`src/design/stsh_pkg.sv`:
```
// Package for the stereo transient shaper: widths, reset values, register
// indexes and the microcode table of the sequencer.
// No dependencies.
package stsh_pkg;

   localparam int SAMPLE_W   = 24;
   localparam int COEF_W     = 24;
   localparam int AMOUNT_W   = 17;
   localparam int INDEX_W    = 3;
   localparam int CSR_DATA_W = (COEF_W > AMOUNT_W) ? COEF_W : AMOUNT_W;
   localparam int DATA_W     = ((2 * SAMPLE_W + 7) / 8) * 8;

   // gain excess k and boosted magnitude need two bits above the sample
   localparam int K_W    = SAMPLE_W + 2;
   localparam int MUL_W  = (COEF_W > K_W) ? COEF_W : K_W;
   localparam int PROD_W = 2 * MUL_W;

   localparam logic [COEF_W-1:0]   FAST_ATTACK_RST  = COEF_W'(345960);
   localparam logic [COEF_W-1:0]   FAST_RELEASE_RST = COEF_W'(34913);
   localparam logic [COEF_W-1:0]   SLOW_ATTACK_RST  = COEF_W'(17468);
   localparam logic [COEF_W-1:0]   SLOW_RELEASE_RST = COEF_W'(1747);
   localparam logic [AMOUNT_W-1:0] AMOUNT_RST       = '0;
   localparam logic [AMOUNT_W-1:0] AMOUNT_ONE       = AMOUNT_W'(65536);
   localparam logic [AMOUNT_W-1:0] AMOUNT_MIN       = AMOUNT_W'(66);

   localparam logic [PROD_W-1:0] STEP_RND = PROD_W'(1) << (COEF_W - 1);
   localparam logic [PROD_W-1:0] K_RND    = PROD_W'(1) << 15;
   localparam logic [PROD_W-1:0] INC_RND  = PROD_W'(1) << (SAMPLE_W - 2);
   localparam logic [K_W-1:0]    MAG_MAX  = K_W'(1) << (SAMPLE_W - 1);
   localparam logic [K_W-1:0]    POS_MAX  = MAG_MAX - K_W'(1);

   localparam logic [INDEX_W-1:0] REG_FAST_ATTACK  = INDEX_W'(0);
   localparam logic [INDEX_W-1:0] REG_FAST_RELEASE = INDEX_W'(1);
   localparam logic [INDEX_W-1:0] REG_SLOW_ATTACK  = INDEX_W'(2);
   localparam logic [INDEX_W-1:0] REG_SLOW_RELEASE = INDEX_W'(3);
   localparam logic [INDEX_W-1:0] REG_AMOUNT       = INDEX_W'(4);

   // datapath operations
   localparam int OP_W = 4;
   localparam logic [OP_W-1:0] OP_NOP      = 4'd0;
   localparam logic [OP_W-1:0] OP_ACCEPT   = 4'd1;
   localparam logic [OP_W-1:0] OP_RECT     = 4'd2;
   localparam logic [OP_W-1:0] OP_MUL_FAST = 4'd3;
   localparam logic [OP_W-1:0] OP_UPD_FAST = 4'd4;
   localparam logic [OP_W-1:0] OP_MUL_SLOW = 4'd5;
   localparam logic [OP_W-1:0] OP_UPD_SLOW = 4'd6;
   localparam logic [OP_W-1:0] OP_TRANS    = 4'd7;
   localparam logic [OP_W-1:0] OP_MUL_AMT  = 4'd8;
   localparam logic [OP_W-1:0] OP_ROUND_K  = 4'd9;
   localparam logic [OP_W-1:0] OP_MUL_MAG  = 4'd10;
   localparam logic [OP_W-1:0] OP_STORE    = 4'd11;
   localparam logic [OP_W-1:0] OP_PUSH     = 4'd12;
   localparam logic [OP_W-1:0] OP_PASS     = 4'd13;

   // hold conditions: the step repeats and its operation is suppressed
   localparam logic [1:0] WAIT_NONE = 2'd0;
   localparam logic [1:0] WAIT_REQ  = 2'd1;
   localparam logic [1:0] WAIT_OUT  = 2'd2;

   // jump conditions: taken jumps go to the target, else advance
   localparam logic [1:0] JMP_NONE   = 2'd0;
   localparam logic [1:0] JMP_ALWAYS = 2'd1;
   localparam logic [1:0] JMP_BYPASS = 2'd2;
   localparam logic [1:0] JMP_LEFT   = 2'd3;

   localparam int PC_W = 4;
   localparam logic [PC_W-1:0] PC_IDLE = PC_W'(0);
   localparam logic [PC_W-1:0] PC_CHAN = PC_W'(1);
   localparam logic [PC_W-1:0] PC_PUSH = PC_W'(11);
   localparam logic [PC_W-1:0] PC_PASS = PC_W'(12);

   typedef struct packed {
      logic [OP_W-1:0] op;
      logic [1:0]      wait_cond;
      logic [1:0]      jump_cond;
      logic [PC_W-1:0] target;
   } ctrl_word_type;

   function automatic ctrl_word_type ucode_rom(input logic [PC_W-1:0] pc);
      ctrl_word_type w;
      case (pc)
         PC_IDLE:    w = '{OP_ACCEPT,   WAIT_REQ,  JMP_BYPASS, PC_PASS};
         PC_CHAN:    w = '{OP_RECT,     WAIT_NONE, JMP_NONE,   PC_IDLE};
         PC_W'(2):   w = '{OP_MUL_FAST, WAIT_NONE, JMP_NONE,   PC_IDLE};
         PC_W'(3):   w = '{OP_UPD_FAST, WAIT_NONE, JMP_NONE,   PC_IDLE};
         PC_W'(4):   w = '{OP_MUL_SLOW, WAIT_NONE, JMP_NONE,   PC_IDLE};
         PC_W'(5):   w = '{OP_UPD_SLOW, WAIT_NONE, JMP_NONE,   PC_IDLE};
         PC_W'(6):   w = '{OP_TRANS,    WAIT_NONE, JMP_NONE,   PC_IDLE};
         PC_W'(7):   w = '{OP_MUL_AMT,  WAIT_NONE, JMP_NONE,   PC_IDLE};
         PC_W'(8):   w = '{OP_ROUND_K,  WAIT_NONE, JMP_NONE,   PC_IDLE};
         PC_W'(9):   w = '{OP_MUL_MAG,  WAIT_NONE, JMP_NONE,   PC_IDLE};
         PC_W'(10):  w = '{OP_STORE,    WAIT_NONE, JMP_LEFT,   PC_CHAN};
         PC_PUSH:    w = '{OP_PUSH,     WAIT_OUT,  JMP_ALWAYS, PC_IDLE};
         PC_PASS:    w = '{OP_PASS,     WAIT_NONE, JMP_ALWAYS, PC_PUSH};
         default:    w = '{OP_NOP,      WAIT_NONE, JMP_ALWAYS, PC_IDLE};
      endcase
      return w;
   endfunction

endpackage

```
`src/design/stereo_transient_shaper_top.sv`:
```
// Stereo transient shaper: microcoded sequencer over one shared multiplier,
// with fast and slow peak envelopes per channel.
// Depends on stsh_pkg (widths, constants, microcode table).
//
//  channel   direction  handshake               payload
//  req_      in         req_tvalid/req_tready   req_tdata: left_in, right_in
//  rsp_      out        rsp_tvalid/rsp_tready   rsp_tdata: left_out, right_out
//  csr_      in         csr_wr_en               csr_index, csr_wdata
//
// A shaped word occupies the sequencer for one accept step, ten steps per
// channel through the shared multiplier (two envelope updates, amount
// scaling, gain), and one push step, which loads the output register. In
// bypass a word takes an accept step, a pass step and a push step. The next
// word can be accepted the cycle after the push.
// Reset (synchronous, active high) clears the envelopes, loads the register
// defaults and returns the sequencer to its accept step. A stalled output
// holds the sequencer at its push step; a new word is already taken while the
// previous result waits in the output register.
module stereo_transient_shaper_top (
   input  logic                                 clock,
   input  logic                                 reset,
   input  logic                                 req_tvalid,
   output logic                                 req_tready,
   input  logic [stsh_pkg::DATA_W-1:0]          req_tdata,   // left_in, right_in
   output logic                                 rsp_tvalid,
   input  logic                                 rsp_tready,
   output logic [stsh_pkg::DATA_W-1:0]          rsp_tdata,   // left_out, right_out
   input  logic                                 csr_wr_en,
   input  logic [stsh_pkg::INDEX_W-1:0]         csr_index,
   input  logic [stsh_pkg::CSR_DATA_W-1:0]      csr_wdata
);
   import stsh_pkg::*;

   // configuration registers
   logic [COEF_W-1:0]   fast_att_ff, fast_rel_ff, slow_att_ff, slow_rel_ff;
   logic [AMOUNT_W-1:0] amount_ff;
   logic [AMOUNT_W-1:0] amount_eff;
   logic                bypass;

   // sequencer
   ctrl_word_type   ctrl;
   logic [PC_W-1:0] pc_ff, pc_in;
   logic            wait_hit, jump_hit, fire;

   // datapath state
   logic [SAMPLE_W-1:0] fast_env_ff [2];
   logic [SAMPLE_W-1:0] slow_env_ff [2];
   logic [SAMPLE_W-1:0] fast_env_in [2];
   logic [SAMPLE_W-1:0] slow_env_in [2];
   logic                chan_ff, chan_in;
   logic                rsp_valid_ff, rsp_valid_in;

   // datapath payload
   logic [SAMPLE_W-1:0] in_left_ff, in_left_in, in_right_ff, in_right_in;
   logic [SAMPLE_W-1:0] mag_ff, mag_in;
   logic                neg_ff, neg_in, up_ff, up_in;
   logic [PROD_W-1:0]   prod_ff, prod_in;
   logic [K_W-1:0]      t3_ff, t3_in, k_ff, k_in;
   logic [SAMPLE_W-1:0] res_ff [2];
   logic [SAMPLE_W-1:0] res_in [2];
   logic [SAMPLE_W-1:0] out_left_ff, out_left_in, out_right_ff, out_right_in;

   // combinational helpers
   logic [SAMPLE_W-1:0] x_cur, mag_calc, env_cur, diff, step, env_upd, trans;
   logic [COEF_W-1:0]   coef;
   logic                use_slow, up_calc, out_busy;
   logic [MUL_W-1:0]    mul_a, mul_b;
   logic [PROD_W-1:0]   prod_calc, step_sum, k_sum, inc_sum;
   logic [K_W-1:0]      inc, y, y_lim;
   logic [SAMPLE_W-1:0] y_out;

   // register file: the user must write only while idle; the block itself does not guard writes
   always_ff @(posedge clock) begin
      if (reset) begin
         fast_att_ff <= FAST_ATTACK_RST;
         fast_rel_ff <= FAST_RELEASE_RST;
         slow_att_ff <= SLOW_ATTACK_RST;
         slow_rel_ff <= SLOW_RELEASE_RST;
         amount_ff   <= AMOUNT_RST;
      end else if (csr_wr_en) begin
         case (csr_index)
            REG_FAST_ATTACK:  fast_att_ff <= csr_wdata[COEF_W-1:0];
            REG_FAST_RELEASE: fast_rel_ff <= csr_wdata[COEF_W-1:0];
            REG_SLOW_ATTACK:  slow_att_ff <= csr_wdata[COEF_W-1:0];
            REG_SLOW_RELEASE: slow_rel_ff <= csr_wdata[COEF_W-1:0];
            REG_AMOUNT:       amount_ff   <= csr_wdata[AMOUNT_W-1:0];
            default: ;
         endcase
      end
   end

   // amounts above one act as one; small amounts bypass the shaper
   assign amount_eff = (amount_ff > AMOUNT_ONE) ? AMOUNT_ONE : amount_ff;
   assign bypass     = (amount_ff < AMOUNT_MIN);

   // sequencer: fetch, hold, jump or advance
   assign ctrl     = ucode_rom(pc_ff);
   assign out_busy = rsp_valid_ff && !rsp_tready;

   always_comb begin
      case (ctrl.wait_cond)
         WAIT_REQ: wait_hit = !req_tvalid;
         WAIT_OUT: wait_hit = out_busy;
         default:  wait_hit = 1'b0;
      endcase
      case (ctrl.jump_cond)
         JMP_ALWAYS: jump_hit = 1'b1;
         JMP_BYPASS: jump_hit = bypass;
         JMP_LEFT:   jump_hit = !chan_ff;
         default:    jump_hit = 1'b0;
      endcase
   end

   assign fire  = !wait_hit;
   assign pc_in = wait_hit ? pc_ff : (jump_hit ? ctrl.target : pc_ff + PC_W'(1));

   assign req_tready = (ctrl.op == OP_ACCEPT);

   // shared arithmetic
   always_comb begin
      x_cur    = chan_ff ? in_right_ff : in_left_ff;
      mag_calc = x_cur[SAMPLE_W-1] ? (~x_cur + SAMPLE_W'(1)) : x_cur;

      use_slow = (ctrl.op == OP_MUL_SLOW) || (ctrl.op == OP_UPD_SLOW);
      env_cur  = use_slow ? slow_env_ff[chan_ff] : fast_env_ff[chan_ff];
      up_calc  = (mag_ff > env_cur);
      diff     = up_calc ? (mag_ff - env_cur) : (env_cur - mag_ff);
      if (use_slow) begin
         coef = up_calc ? slow_att_ff : slow_rel_ff;
      end else begin
         coef = up_calc ? fast_att_ff : fast_rel_ff;
      end

      case (ctrl.op)
         OP_MUL_FAST, OP_MUL_SLOW: begin
            mul_a = MUL_W'(diff);
            mul_b = MUL_W'(coef);
         end
         OP_MUL_AMT: begin
            mul_a = MUL_W'(t3_ff);
            mul_b = MUL_W'(amount_eff);
         end
         OP_MUL_MAG: begin
            mul_a = MUL_W'(mag_ff);
            mul_b = MUL_W'(k_ff);
         end
         default: begin
            mul_a = '0;
            mul_b = '0;
         end
      endcase
      prod_calc = {{MUL_W{1'b0}}, mul_a} * {{MUL_W{1'b0}}, mul_b};

      // envelope step rounds half up; never passes the magnitude
      step_sum = prod_ff + STEP_RND;
      step     = step_sum[COEF_W+SAMPLE_W-1:COEF_W];
      env_upd  = up_ff ? (env_cur + step) : (env_cur - step);

      trans = (fast_env_ff[chan_ff] > slow_env_ff[chan_ff]) ?
              (fast_env_ff[chan_ff] - slow_env_ff[chan_ff]) : '0;

      k_sum   = prod_ff + K_RND;
      inc_sum = prod_ff + INC_RND;
      inc     = inc_sum[SAMPLE_W+K_W-2:SAMPLE_W-1];
      y       = {2'b00, mag_ff} + inc;

      // saturate: negative side reaches one more step
      if (neg_ff) begin
         y_lim = (y > MAG_MAX) ? MAG_MAX : y;
         y_out = ~y_lim[SAMPLE_W-1:0] + SAMPLE_W'(1);
      end else begin
         y_lim = (y > POS_MAX) ? POS_MAX : y;
         y_out = y_lim[SAMPLE_W-1:0];
      end
   end

   // operation decode
   always_comb begin
      fast_env_in  = fast_env_ff;
      slow_env_in  = slow_env_ff;
      chan_in      = chan_ff;
      in_left_in   = in_left_ff;
      in_right_in  = in_right_ff;
      mag_in       = mag_ff;
      neg_in       = neg_ff;
      up_in        = up_ff;
      prod_in      = prod_ff;
      t3_in        = t3_ff;
      k_in         = k_ff;
      res_in       = res_ff;
      out_left_in  = out_left_ff;
      out_right_in = out_right_ff;
      rsp_valid_in = rsp_valid_ff && !rsp_tready;

      if (fire) begin
         case (ctrl.op)
            OP_ACCEPT: begin
               in_left_in  = req_tdata[SAMPLE_W-1:0];
               in_right_in = req_tdata[2*SAMPLE_W-1:SAMPLE_W];
               chan_in     = 1'b0;
            end
            OP_RECT: begin
               mag_in = mag_calc;
               neg_in = x_cur[SAMPLE_W-1];
            end
            OP_MUL_FAST, OP_MUL_SLOW, OP_MUL_AMT, OP_MUL_MAG: begin
               prod_in = prod_calc;
               up_in   = up_calc;
            end
            OP_UPD_FAST: fast_env_in[chan_ff] = env_upd;
            OP_UPD_SLOW: slow_env_in[chan_ff] = env_upd;
            OP_TRANS:    t3_in = {2'b00, trans} + {1'b0, trans, 1'b0};
            OP_ROUND_K:  k_in  = k_sum[16+K_W-1:16];
            OP_STORE: begin
               res_in[chan_ff] = y_out;
               chan_in         = !chan_ff;
            end
            OP_PASS: begin
               res_in[0] = in_left_ff;
               res_in[1] = in_right_ff;
            end
            OP_PUSH: begin
               out_left_in  = res_ff[0];
               out_right_in = res_ff[1];
               rsp_valid_in = 1'b1;
            end
            default: ;
         endcase
      end
   end

   // control state
   always_ff @(posedge clock) begin
      if (reset) begin
         pc_ff        <= PC_IDLE;
         chan_ff      <= 1'b0;
         rsp_valid_ff <= 1'b0;
         fast_env_ff  <= '{default: '0};
         slow_env_ff  <= '{default: '0};
      end else begin
         pc_ff        <= pc_in;
         chan_ff      <= chan_in;
         rsp_valid_ff <= rsp_valid_in;
         fast_env_ff  <= fast_env_in;
         slow_env_ff  <= slow_env_in;
      end
   end

   // payload
   always_ff @(posedge clock) begin
      in_left_ff   <= in_left_in;
      in_right_ff  <= in_right_in;
      mag_ff       <= mag_in;
      neg_ff       <= neg_in;
      up_ff        <= up_in;
      prod_ff      <= prod_in;
      t3_ff        <= t3_in;
      k_ff         <= k_in;
      res_ff       <= res_in;
      out_left_ff  <= out_left_in;
      out_right_ff <= out_right_in;
   end

   assign rsp_tvalid = rsp_valid_ff;
   assign rsp_tdata  = DATA_W'({out_right_ff, out_left_ff});

endmodule

```
`config.mk`:
```
export PLATFORM = sky130hd
export DESIGN_NAME = stereo_transient_shaper_top
export DESIGN_NICKNAME = d
export VERILOG_FILES = /design/src/design/stsh_pkg.sv /design/src/design/stereo_transient_shaper_top.sv
export SDC_FILE = /design/constraint.sdc
export NUM_CORES = 2
export LEC_CHECK = 0
export ABC_AREA = 0
export BUFFER_PORTS_ARGS = -buffer_cell sky130_fd_sc_hd__buf_2
export CAP_MARGIN = 0
export CELL_PAD_IN_SITES_DETAIL_PLACEMENT = 1
export CELL_PAD_IN_SITES_GLOBAL_PLACEMENT = 1
export CORE_ASPECT_RATIO = 1.75
export CORE_MARGIN = 1
export CORE_UTILIZATION = 50
export DETAILED_ROUTE_END_ITERATION = 7
export GPL_TIMING_DRIVEN = 0
export PLACE_DENSITY = 0.82
export SLEW_MARGIN = 25
export SYNTH_ARGS = -nofsm -noshare
export SYNTH_HDL_FRONTEND = slang
export SYNTH_SLANG_ARGS = --single-unit
```
`constraint.sdc`:
```
create_clock -name clock -period 14.05 [get_ports clock]
set_input_delay 2.81 -clock clock [delete_from_list [all_inputs] [get_ports clock]]
set_output_delay 2.81 -clock clock [all_outputs]
set_load 0.02 [all_outputs]
```
==> results_dict.tcl <==
set metrics [dict create \
    die_w_microns 239 \
    hold_buffers 0 \
    min_path_type "register to register" \
    routed_wl_mm 203 \
    nets 6708 \
    htree_levels 2 \
    die_h_microns 417 \
    synth-seq-cells 482 \
    overflow 0 \
    die-area_sq_mm 0.0998 \
    cp-startpoint "ctrl[11]$_DFF_P_" \
    rows 151 \
    postRouteAntennaNets 0 \
    clk_pin_slew_ns 0.07 \
    antenna_found_initial 9 \
    seq_area_frac_synth_pct 24.8 \
    worst_slack_ns 0.206 \
    grt.total_usage_pct 41.5 \
    placed_area_sq_mm 0.0520 \
    post-route-drc-count 0 \
    area_growth_pct 9.85 \
    via_count 42900 \
    ys_async_sr_fraction_pct 0 \
    met2WireLength_mm 100 \
    ir_worst_vdd_uv 136 \
    io_buffers 129 \
    ys_dominant_reg_cell "edfxtp_1" \
    fillCellCount 11600 \
    num_io_pins 130 \
    wl_met1_mm 63.1 \
    core_sq_mm 0.0971 \
    cp_slowest_stage_delay_ns 0.69 \
    cts-root-buf "clkbuf_16" \
    clk_latency_ns 0.61 \
    period_needed_ns 13.84 \
    grt_max_degree 27 \
    wl_met3_mm 12.7 \
    status "finished, final reports clean" \
    setup_viol 0 \
    worst-path-buf-inv 11 \
    maxUsedRoutingLayer "met5" \
    final_area_sq_mm 0.0541 \
    max_freq_ghz 0.0722 \
    finClkSkew_ns 0.0345 \
    clock_path_buffers 3 \
    hpwl_mm 164 \
    slew_viol_final 0 \
    routabilityCongestion 1.06 \
    p_total_mw 10.7 \
    min_path_cells 0 \
    end_kind "register" \
    fin_crit_sh_pct 98.5 \
    synth_area_leader_cell "fa_1" \
    avgRoutedWirePerCell_microns 28.7 \
    layout-drive-gt1-share_pct 8.62 \
    yosysWarningCount 0 \
    reg2reg_to "prod_ff[30]$_DFFE_PP_" \
    powerDensity_mw_per_mm2 197 \
    cp_slowest_cell "dfxtp_1" \
    min_from "res_ff[29]$_DFFE_PP_" \
    start_util_pct 50.7 \
    syn_area_sq_mm 0.0492 \
    avgSynthCellArea_sq_um 8.92 \
    critPathKind "register to register" \
    cpMostUsedCell "fa_1" \
    stdcell_count 7073 \
    dp_cells 6985 \
    final_hold_viol_count 0 \
    start_kind "register" \
    fin_hold_ws_ns 0.420 \
    synth_top_area_share_pct 23.5 \
    cts_tree "yes" \
    slew_headroom_pct 16.6 \
    cp_top_family "adder cells" \
    arrival_ns 14.15 \
    dpl_worst_slack_ns -3.73 \
    final_util_pct 55.7 \
    cts.sinks 482 \
    synth_cell_types 99 \
    hold-path-endpoint "out_left_ff[5]$_DFFE_PP_" \
    synth_edf_count 256 \
    cp_max_fo 10 \
    synthTopCellsByArea "fa_1 (23%), edfxtp_1 (16%), dfxtp_1 (9.2%)" \
    drv_cap 0 \
    cellLeakagePower_nw 23.7 \
    grt_pass1_wl_mm 300 \
    routed_via_density 6.07 \
    r2r_start "ctrl[11]$_DFF_P_" \
    synth_cells 5519 \
    required_ns 14.36 \
    r2r_slack_ns 0.21 \
    numCtsBuffers 45 \
    tns_ns 0 \
    drt_iter0_drc 2854 \
    tightest_slew_ns 1.24 \
    worst_r2r_path_depth 45 \
    grt_pass1_vias 47900 \
    dr.pass1.iters 8 \
]
-- cell usage in the layout (no fill, tap or decap), drive strengths merged, types with 35 or more instances in the layout --
cell    instances
nand2         935
inv           743
fa            577
nor2          422
a21oi         348
ha            321
clkbuf        286
edfxtp        256
dfxtp         226
buf           200
xnor2         189
o21ai         167
mux2i          80
and2           80
xor2           74
nand3          72
a21o           62
nor3           54
a22o           46
o21a           44
nand2b         39
nand3b         38
a211oi         38
nor2b          36
and3           35
-- cell usage after synthesis (46+ instances only) --
cell type,number
a21o_1,62
a21oi_1,348
a22o_1,46
and2_1,80
clkbuf_1,244
dfxtp_1,226
edfxtp_1,256
fa_1,577
ha_1,321
inv_1,736
mux2i_1,80
nand2_1,934
nand3_1,71
nor2_1,421
nor3_1,52
o21ai_0,138
xnor2_1,189
xor2_1,73
-- where the power goes --
group | leakage [nW] | switching [mW] | internal (mW) | total [mW]
logic | 18.8 | 5.06 | 2.22 | 7.28
registers | 4.14 | 0.175 | 1.83 | 2.01
clock network | 0.778 | 0.599 | 0.777 | 1.38
total | 23.7 | 5.83 | 4.83 | 10.7
-- worst max-delay path by stage --
stage,to,slack (ns),cells past startpoint
floorplan,prod_ff[48]$_DFFE_PP_,1.14,48
global placement,prod_ff[48]$_DFFE_PP_,-4.57,49
detailed placement,prod_ff[46]$_DFFE_PP_,-3.73,46
CTS,prod_ff[48]$_DFFE_PP_,0.01,49
global route,prod_ff[48]$_DFFE_PP_,-0.05,52
finish,prod_ff[30]$_DFFE_PP_,0.21,45
-- per-layer routing --
metal | vias to the layer above | GRT usage (%)
met1 | 21700 | 39.0
li1 | 18400 | -
met2 | 1879 | 71.4
met5 | - | 0
met3 | 973 | 8.43
met4 | 10 | 45.5
-- layout make-up --
type	instances	area [sq um]	area share, %
well taps	1300	1630	3.01
repair buffers	162	982	1.82
clock buffers	55	1230	2.27
diodes	7	17.5	0.0324
clock inverters	28	384	0.710
flip-flops and latches	482	12200	22.6
plain buffers	270	1280	2.38
inverters	739	2770	5.13
multi-input cells	4030	33600	62.1
-- state kept, by name, summed over array words and instances (netlist names), 26 cells and up --
| signal | flops |
|---|---|
| fast_env_ff | 48 |
| prod_ff | 34 |
| slow_env_ff | 48 |
| res_ff | 48 |
| k_ff | 26 |
| t3_ff | 26 |
-- cell families after synthesis --
logic type	after synthesis	share of synthesized area, %
buffers and inverters	1018	7.82
AND/OR/NAND/NOR	1817	16.2
XOR/XNOR	263	4.69
adder cells (fa/ha/maj)	899	31.6
multiplexers	130	3.30
AO/OA/AOI/OAI	908	11.5
other	2	0.0153
flip-flops	482	24.8
-- what timing repair did --
item | CTS | global route
setup endpoints to repair | 34 | 17
buffers inserted | 2 | 4
pin swaps | 4 | 4
resized for setup | 145 | 40
(Power assumes the default switching activity.)
